## config.mk

```make
export PLATFORM = sky130hd
export DESIGN_NAME = ptpid_serial_mul
export DESIGN_NICKNAME = d
export VERILOG_FILES = /design/src/rtl/ptpid_serial_mul.sv
export SDC_FILE = /design/constraint.sdc
export NUM_CORES = 1
export LEC_CHECK = 0
export ABC_AREA = 0
export BUFFER_PORTS_ARGS = -buffer_cell sky130_fd_sc_hd__buf_4
export CAP_MARGIN = 20
export CORE_ASPECT_RATIO = 1.1
export CORE_UTILIZATION = 30
export DETAILED_ROUTE_END_ITERATION = 10
export SYNTH_ARGS = -nofsm -noshare
export SYNTH_HDL_FRONTEND = slang
export SYNTH_SLANG_ARGS = --single-unit
```

## constraint.sdc

```tcl
create_clock -name clock -period 8.8 [get_ports clock]
set_input_delay 1.32 -clock clock [delete_from_list [all_inputs] [get_ports clock]]
set_output_delay 1.32 -clock clock [all_outputs]
set_load 0.01 [all_outputs]
```

## src/rtl/ptpid_serial_mul.sv

```systemverilog
`timescale 1ns / 1ps
// Shift-add signed multiplier, one multiplier bit per cycle (magnitudes).
module ptpid_serial_mul #(
   parameter int AW = 64,
   parameter int BW = 64
) (
   input  logic                 clock,
   input  logic                 reset,
   input  logic                 start,
   input  logic signed [AW-1:0] a,
   input  logic signed [BW-1:0] b,
   output logic                 done,
   output logic signed [AW+BW-1:0] product
);
   localparam int PW = AW + BW;
   localparam int CW = $clog2(BW + 1);

   logic [PW-1:0] acc_ff, acc_in;
   logic [PW-1:0] mcand_ff, mcand_in;
   logic [BW-1:0] mplier_ff, mplier_in;
   logic [CW-1:0] count_ff, count_in;
   logic          busy_ff, busy_in, neg_ff, neg_in, done_ff, done_in;
   logic [AW-1:0] amag;
   logic [BW-1:0] bmag;

   assign amag = a[AW-1] ? AW'(-a) : AW'(a);
   assign bmag = b[BW-1] ? BW'(-b) : BW'(b);

   always_comb begin
      acc_in    = acc_ff;
      mcand_in  = mcand_ff;
      mplier_in = mplier_ff;
      count_in  = count_ff;
      busy_in   = busy_ff;
      neg_in    = neg_ff;
      done_in   = 1'b0;
      if (start) begin
         acc_in    = '0;
         mcand_in  = PW'(amag);
         mplier_in = bmag;
         count_in  = CW'(BW);
         busy_in   = 1'b1;
         neg_in    = a[AW-1] ^ b[BW-1];
      end else if (busy_ff) begin
         if (mplier_ff[0]) begin
            acc_in = acc_ff + mcand_ff;
         end
         mcand_in  = mcand_ff << 1;
         mplier_in = mplier_ff >> 1;
         count_in  = count_ff - 1'b1;
         if (count_ff == CW'(1)) begin
            busy_in = 1'b0;
            done_in = 1'b1;
            if (neg_ff) begin
               acc_in = PW'(0) - (mplier_ff[0] ? acc_ff + mcand_ff : acc_ff);
            end
         end
      end
   end

   always_ff @(posedge clock) begin
      if (reset) begin
         busy_ff <= 1'b0;
         done_ff <= 1'b0;
      end else begin
         busy_ff <= busy_in;
         done_ff <= done_in;
      end
      acc_ff    <= acc_in;
      mcand_ff  <= mcand_in;
      mplier_ff <= mplier_in;
      count_ff  <= count_in;
      neg_ff    <= neg_in;
   end

   assign done    = done_ff;
   assign product = signed'(acc_ff);
endmodule

```

==> results.py, run 1 <==
metrics = {
    "run_status": {
        "status": "finished clean",
    },
    "cts": {
        "numCtsBuffers": 42,
        "cts_setup_buffers": 0,
        "postCtsHoldBufs": 0,
        "cts_tree": "yes",
        "cts_resized": 0,
        "cts_root_buffer": "clkbuf_16",
        "worst_skew_pair.late_latency_ps": 640,
        "clock_sinks": 330,
        "clock_path_buffers": 3,
        "clk_pin_slew_ps": 60,
        "cts-htree-levels": 2,
    },
    "pwr": {
        "ir_drop_uv": 130,
        "p_leak_uw": 0.0137,
        "power_frac_seq": 0.331,
        "swShare": 0.376,
        "p_clk_frac": 0.341,
        "p_switching_uw": 2070,
        "p_per_area_mw_per_mm2": 152,
        "combPwrFrac": 0.328,
        "cell_internal_pwr_uw": 3440,
    },
    "cells_and_area": {
        "drive_above_1_share": 0.103,
        "n_fill_cell": 11200,
        "nets": 4638,
        "fin_util": 0.347,
        "area_delta_synth_final_pct": 14.0,
    },
    "logic_synthesis": {
        "synth.yosys.warnings": 0,
        "synth_compound_area_frac": 0.270,
        "synth_area_leaders": "dfxtp_1 13%, edfxtp_1 12%, nor2_1 6.7%, a21oi_1 6.3%, xor2_1 5.4%",
        "synth_top_family_by_area": "compound AO/OA/AOI/OAI gates",
        "async_flop_share": 0,
        "synth_cell_types": 101,
        "yosysTopAreaCellShare": 0.127,
        "synth_edf_count": 129,
        "synth-seq-cells": 330,
        "seq_area_frac_synth": 0.248,
        "synthXorXnorAreaFrac": 0.0807,
        "synthCells": 4283,
        "synthAdderAreaFrac": 0.0526,
        "synth_top_area_cell": "dfxtp_1",
        "syn_nets": 4547,
        "mappedNetlistArea_mm2": 0.0318,
        "synth_top_flop_cell": "dfxtp_1",
        "avgSynthCellArea_um2": 7.42,
        "muxShareOfSynthArea": 0.0489,
        "synthSimpleGateAreaFrac": 0.258,
    },
    "timing": {
        "timing.fmax_mhz": 140,
        "fin_crit_sh": 0.814,
        "slew_headroom": 0.152,
        "finalHoldViolCount": 0,
        "fin_worst_skew_ps": 36.6,
        "tightest_slew_ps": 1270,
        "drv_slew": 0,
        "setup_viol": 0,
        "rsz0062_at_grt": "no",
        "finalSetupTns_ps": 0,
        "period_minus_slack_ps": 7170,
    },
    "global_routing": {
        "grt.total_usage": 0.247,
        "grt_max_degree": 193,
        "antenna_found_initial": 2,
        "grt_pass1_vias": 32000,
        "grt_pass1_wl_um": 203000,
        "grt_overflow_total": 0,
    },
    "die": {
        "die_w_um": 312,
        "core_mm2": 0.104,
        "start_util": 0.305,
        "dieArea_mm2": 0.107,
        "ios": 260,
        "die_h_um": 343,
        "num_rows": 124,
    },
    "detailed_routing": {
        "post_drt_wl_per_cell_um": 23.9,
        "viasPerCell": 5.97,
        "drc": 0,
        "dr.pass1.iters": 6,
        "dr_total_vias": 34600,
        "ant_nets": 0,
        "drt_iter0_drc": 3572,
        "wirelength_um": 138000,
    },
    "job": {
        "cap_viol_max_count": 0,
    },
    "worst_setup_path": {
        "crit_arrival_ps": 7660,
        "crit_path_end": "product[116]$_SDFFE_PP0P_",
        "crit-reg2reg-launch": "mcand_ff[12]$_DFFE_PP_",
        "startpoint_type": "flop",
        "required_ps": 9290,
        "crit_path_max_fanout": 11,
        "ff2ff_path_depth": 15,
        "path_class": "reg2reg",
        "r2r_slack_ps": 1630,
        "worstReg2RegEnd": "product[116]$_SDFFE_PP0P_",
        "startpoint": "mcand_ff[12]$_DFFE_PP_",
        "critPathCaptureType": "flop",
    },
    "placement": {
        "port_buffers": 259,
        "hpwl_um": 109000,
        "place_congestion": 1.04,
    },
    "worst_hold_path": {
        "hp-class": "reg2reg",
    },
}
==> placed cells by master, fill, tap and decap left out, types with 19 or more instances in the layout <==
| master | count |
|---|---|
| inv_1 | 57 |
| o22ai_1 | 25 |
| and3_1 | 29 |
| a22oi_1 | 40 |
| dfxtp_1 | 200 |
| a21oi_1 | 401 |
| nor3_1 | 127 |
| a211oi_1 | 43 |
| o21a_1 | 39 |
| nor2_1 | 564 |
| o2111ai_1 | 19 |
| nor4_1 | 38 |
| o31ai_1 | 69 |
| xor2_1 | 196 |
| clkbuf_16 | 42 |
| o21ai_0 | 316 |
| mux2i_1 | 127 |
| mux2_2 | 24 |
| nand4_1 | 114 |
| or3_1 | 65 |
| buf_4 | 294 |
| o41ai_1 | 20 |
| a21o_1 | 63 |
| o211ai_1 | 26 |
| nand2b_1 | 28 |
| ha_1 | 132 |
| and2_1 | 37 |
| o21bai_1 | 20 |
| nor2b_1 | 20 |
| a31oi_1 | 42 |
| nand2_1 | 450 |
| edfxtp_1 | 129 |
| and4_1 | 36 |
| xnor2_1 | 97 |
| nand3_1 | 82 |
| a221oi_1 | 23 |
| o21ai_1 | 23 |
| or2_2 | 22 |
| or4_1 | 41 |
==> area by class of cell <==
cell class,instances,area [um^2],area share
clock buffers,53,1140,0.0315
clock inverters,24,330,0.00912
multi-input cells,3640,22600,0.624
repair buffers,301,2280,0.0628
well taps,1386,1730,0.0479
flip-flops and latches,330,7900,0.218
inverters,59,229,0.00632
diodes,2,5.00,0.000138
==> power groups by stage <==
| stage | combinational [uW] | sequential, uW | clock [uW] |
|---|---|---|---|
| after detailed placement | 1760 | 1860 | 0 |
| after global routing | 1950 | 1840 | 1970 |
| after global placement | 1760 | 1850 | 0 |
| after CTS | 1770 | 1820 | 1920 |
| final | 1810 | 1820 | 1880 |
| after floorplan | 1190 | 1830 | 0 |
==> per-layer routing <==
| metal | routed length [um] | vias up | global-route usage |
|---|---|---|---|
| li1 | - | 16200 | - |
| met1 | 56400 | 16500 | 0.313 |
| met2 | 62700 | 1626 | 0.403 |
| met3 | 11800 | 339 | 0.0447 |
| met4 | 7440 | 0 | 0.120 |
| met5 | 0 | - | 0 |
==> cell usage after synthesis (70+ instances only) <==
library cell and count:
nor2_1 565, nand2_1 451, a21oi_1 401, o21ai_0 316, dfxtp_1 201, xor2_1 196, clkbuf_1 191, ha_1 132
edfxtp_1 129, mux2i_1 127, nor3_1 127, nand4_1 114, xnor2_1 97, nand3_1 82, o31ai_1 70
==> through the flow <==
step	total power, uW	instances	area [um^2]	setup slack (ps)	hold WS, ps
after CTS	5520	5793	36200	2000	496
after global placement	3610	5711	34700	2010	481
after detailed placement	3620	5716	34800	2010	491
after global routing	5760	5793	36200	1560	539
final	5520	5795	36200	1630	497
after floorplan	3020	4283	31800	3040	465
==> kinds of logic (layout without fill, tap and decap cells) <==
family	count (synthesis)	in the layout
multiplexers	152	152
AO/OA/AOI/OAI	1347	1347
flip-flops	330	330
other	0	2
adder cells (fa/ha/maj)	133	133
XOR/XNOR	293	293
buffers and inverters	313	437
AND/OR/NAND/NOR	1715	1715
==> worst min-delay path by stage <==
stage	start	to	slack (ps)	cells past startpoint
floorplan	count_ff[6]$_SDFFE_PP1P_	count_ff[6]$_SDFFE_PP1P_	460	2
global placement	count_ff[1]$_SDFFE_PP0P_	count_ff[1]$_SDFFE_PP0P_	480	2
detailed placement	count_ff[1]$_SDFFE_PP0P_	count_ff[1]$_SDFFE_PP0P_	490	2
CTS	count_ff[1]$_SDFFE_PP0P_	count_ff[1]$_SDFFE_PP0P_	500	2
global route	count_ff[1]$_SDFFE_PP0P_	count_ff[1]$_SDFFE_PP0P_	540	2
finish	count_ff[1]$_SDFFE_PP0P_	count_ff[1]$_SDFFE_PP0P_	500	2
==> worst max-delay path, cell delays in order, from the launching register on <==
cell and delay (ps):
edfxtp_1 430, ha_1 480, nand2_1 100, o21ai_1 510, o21ai_0 240, o21ai_0 800, nand3_1 620, a21boi_0 540
o211ai_1 180, o21ai_0 520, nand2_1 180, nor4_1 940, nand4_1 600, o41ai_1 620, xnor2_1 170, o21ai_1 70
==> registers in the layout, indices dropped and copies added (netlist names) <==
| register | flops |
|---|---|
| mplier_ff | 64 |
| done | 1 |
| count_ff | 7 |
| neg_ff | 1 |
| busy_ff | 1 |
| mcand_ff | 128 |
| product | 128 |
Note: power is estimated with default switching activity, not from simulation.
==> run 2: changes to the inputs <==
==> constraint.sdc (replaced) <==
create_clock -name clock -period 7.1 [get_ports clock]
set_input_delay 1.065 -clock clock [delete_from_list [all_inputs] [get_ports clock]]
set_output_delay 1.065 -clock clock [all_outputs]
set_load 0.01 [all_outputs]
==> results.py, run 2 (synthesis results as in run 1) <==
metrics = {
    "worst_setup_path": {
        "crit_arrival_ps": 7350,
        "path_class": "reg2reg",
        "required_ps": 7560,
        "max_stage_delay_ps": 630,
        "slowest_stage": "ha_1",
        "critPathCaptureType": "flop",
        "crit-reg2reg-launch": "mcand_ff[59]$_DFFE_PP_",
        "startpoint_type": "flop",
        "worstReg2RegEnd": "product[121]$_SDFFE_PP0P_",
        "startpoint": "mcand_ff[59]$_DFFE_PP_",
        "critPathBufInv": 2,
        "ff2ff_path_depth": 18,
        "critPathTopFamily": "simple AND/OR/NAND/NOR gates",
        "r2r_slack_ps": 210,
        "crit_path_max_fanout": 12,
        "crit_chain": "ha_1 > nand4_1 > nor2_1 > nand3_1 > a2111o_1 > o221ai_1 > xor2_1 > o41ai_2 > o2111ai_1 > or3_1 > nand4b_1 > buf_4 > buf_4 > nor3_1 > nand3_1 > and3_1 > o21ai_0 > a21oi_1",
    },
    "pwr": {
        "p_per_area_mw_per_mm2": 184,
        "ir_drop_uv": 171,
        "p_leak_uw": 0.0139,
    },
    "worst_hold_path": {
        "worst_hold_path.num_cells": 2,
        "hp-class": "reg2reg",
        "whs_endpoint": "count_ff[1]$_SDFFE_PP0P_",
        "worstHoldStart": "count_ff[1]$_SDFFE_PP0P_",
    },
    "detailed_routing": {
        "wirelength_um": 146000,
        "dr_total_vias": 34800,
        "viasPerCell": 5.96,
        "post_drt_wl_per_cell_um": 24.9,
        "dr.pass1.iters": 8,
        "drc": 0,
        "ant_nets": 0,
        "drt_iter0_drc": 3440,
    },
    "cells_and_area": {
        "final_common_cell": "nor2_1",
        "final_cell_count_no_fill": 5843,
        "drive_above_1_share": 0.112,
        "final_cell_mix": "564 x nor2_1, 450 x nand2_1, 400 x a21oi_1",
        "fin_util": 0.350,
        "final-seq-area_mm2": 0.00790,
        "area_delta_synth_final_pct": 14.9,
        "nets": 4687,
        "multi_input_area_mm2": 0.0226,
        "n_fill_cell": 11200,
    },
    "timing": {
        "tightest_slew_ps": 1070,
        "rsz0062_at_grt": "no",
        "timing.fmax_mhz": 145,
        "finalHoldViolCount": 0,
        "slew_headroom": 0.280,
        "finalSetupTns_ps": 0,
        "period_minus_slack_ps": 6890,
        "setup_viol": 0,
        "fin_crit_sh": 0.971,
        "drv_slew": 0,
        "fin_worst_skew_ps": 15.4,
    },
    "job": {
        "cap_viol_max_count": 0,
    },
    "cts": {
        "worst_skew_pair.late_latency_ps": 610,
        "numCtsBuffers": 41,
        "cts-htree-levels": 2,
        "cts_setup_buffers": 0,
        "clk_pin_slew_ps": 60,
        "cts_tree": "yes",
        "clock_sinks": 330,
        "cts_root_buffer": "clkbuf_16",
        "clock_path_buffers": 3,
    },
    "run_status": {
        "status": "finished clean",
    },
    "placement": {
        "hpwl_um": 116000,
        "port_buffers": 259,
        "placed_cells": 5764,
        "place_congestion": 1.04,
    },
    "die": {
        "core_mm2": 0.104,
        "start_util": 0.305,
        "ios": 260,
        "die_h_um": 343,
        "die_w_um": 312,
        "dieArea_mm2": 0.107,
        "num_rows": 124,
    },
    "global_routing": {
        "grt.total_usage": 0.262,
        "antenna_found_initial": 2,
        "grt_pass1_vias": 32500,
        "grt_pass1_wl_um": 213000,
        "grt_overflow_total": 0,
        "grt_max_degree": 173,
    },
}
[run 2: where the power goes]
group | total [uW] | internal (uW) | switching (uW)
combinational | 2320 | 792 | 1530
sequential | 2250 | 2130 | 125
clock | 2160 | 1230 | 930
total | 6730 | 4150 | 2580
[run 2: repair_timing]
action,CTS,global route
hold buffers,0,0
resized for setup,0,3
endpoints found under the setup margin,0,1
[run 2: worst max-delay path by stage]
stage / depth (start not counted) / endpoint
floorplan: 15 / mplier_ff[60]$_DFFE_PP_
global placement: 18 / product[121]$_SDFFE_PP0P_
detailed placement: 18 / product[121]$_SDFFE_PP0P_
CTS: 18 / product[121]$_SDFFE_PP0P_
global route: 18 / product[121]$_SDFFE_PP0P_
finish: 18 / product[121]$_SDFFE_PP0P_
[run 2: final cells by class]
class / count / area share
diodes: 1 / 0.0000685
clock buffers: 55 / 0.0318
clock inverters: 21 / 0.00521
repair buffers: 351 / 0.0732
inverters: 59 / 0.00627
multi-input cells: 3640 / 0.620
flip-flops and latches: 330 / 0.216
well taps: 1386 / 0.0475
[run 2: stage by stage]
stage | setup WS, ps | power (uW) | hold WS (ps) | cell area (um^2)
after global placement | 319 | 4540 | 486 | 35100
after CTS | 257 | 6740 | 498 | 36500
after floorplan | 1600 | 3750 | 465 | 31800
after global routing | 59.1 | 7040 | 521 | 36500
after detailed placement | 252 | 4550 | 493 | 35100
final | 207 | 6730 | 497 | 36500
[run 2: tightest hold or removal path, stage by stage, from the launching register on]
cell and delay (ps):
dfxtp_1 320, nor2_1 80, a211oi_1 50
[run 2: routing by layer]
metal / routed length (um) / GRT usage
met5: 9 / 0
met4: 8290 / 0.135
met3: 10200 / 0.0457
met2: 66300 / 0.428
met1: 60800 / 0.329
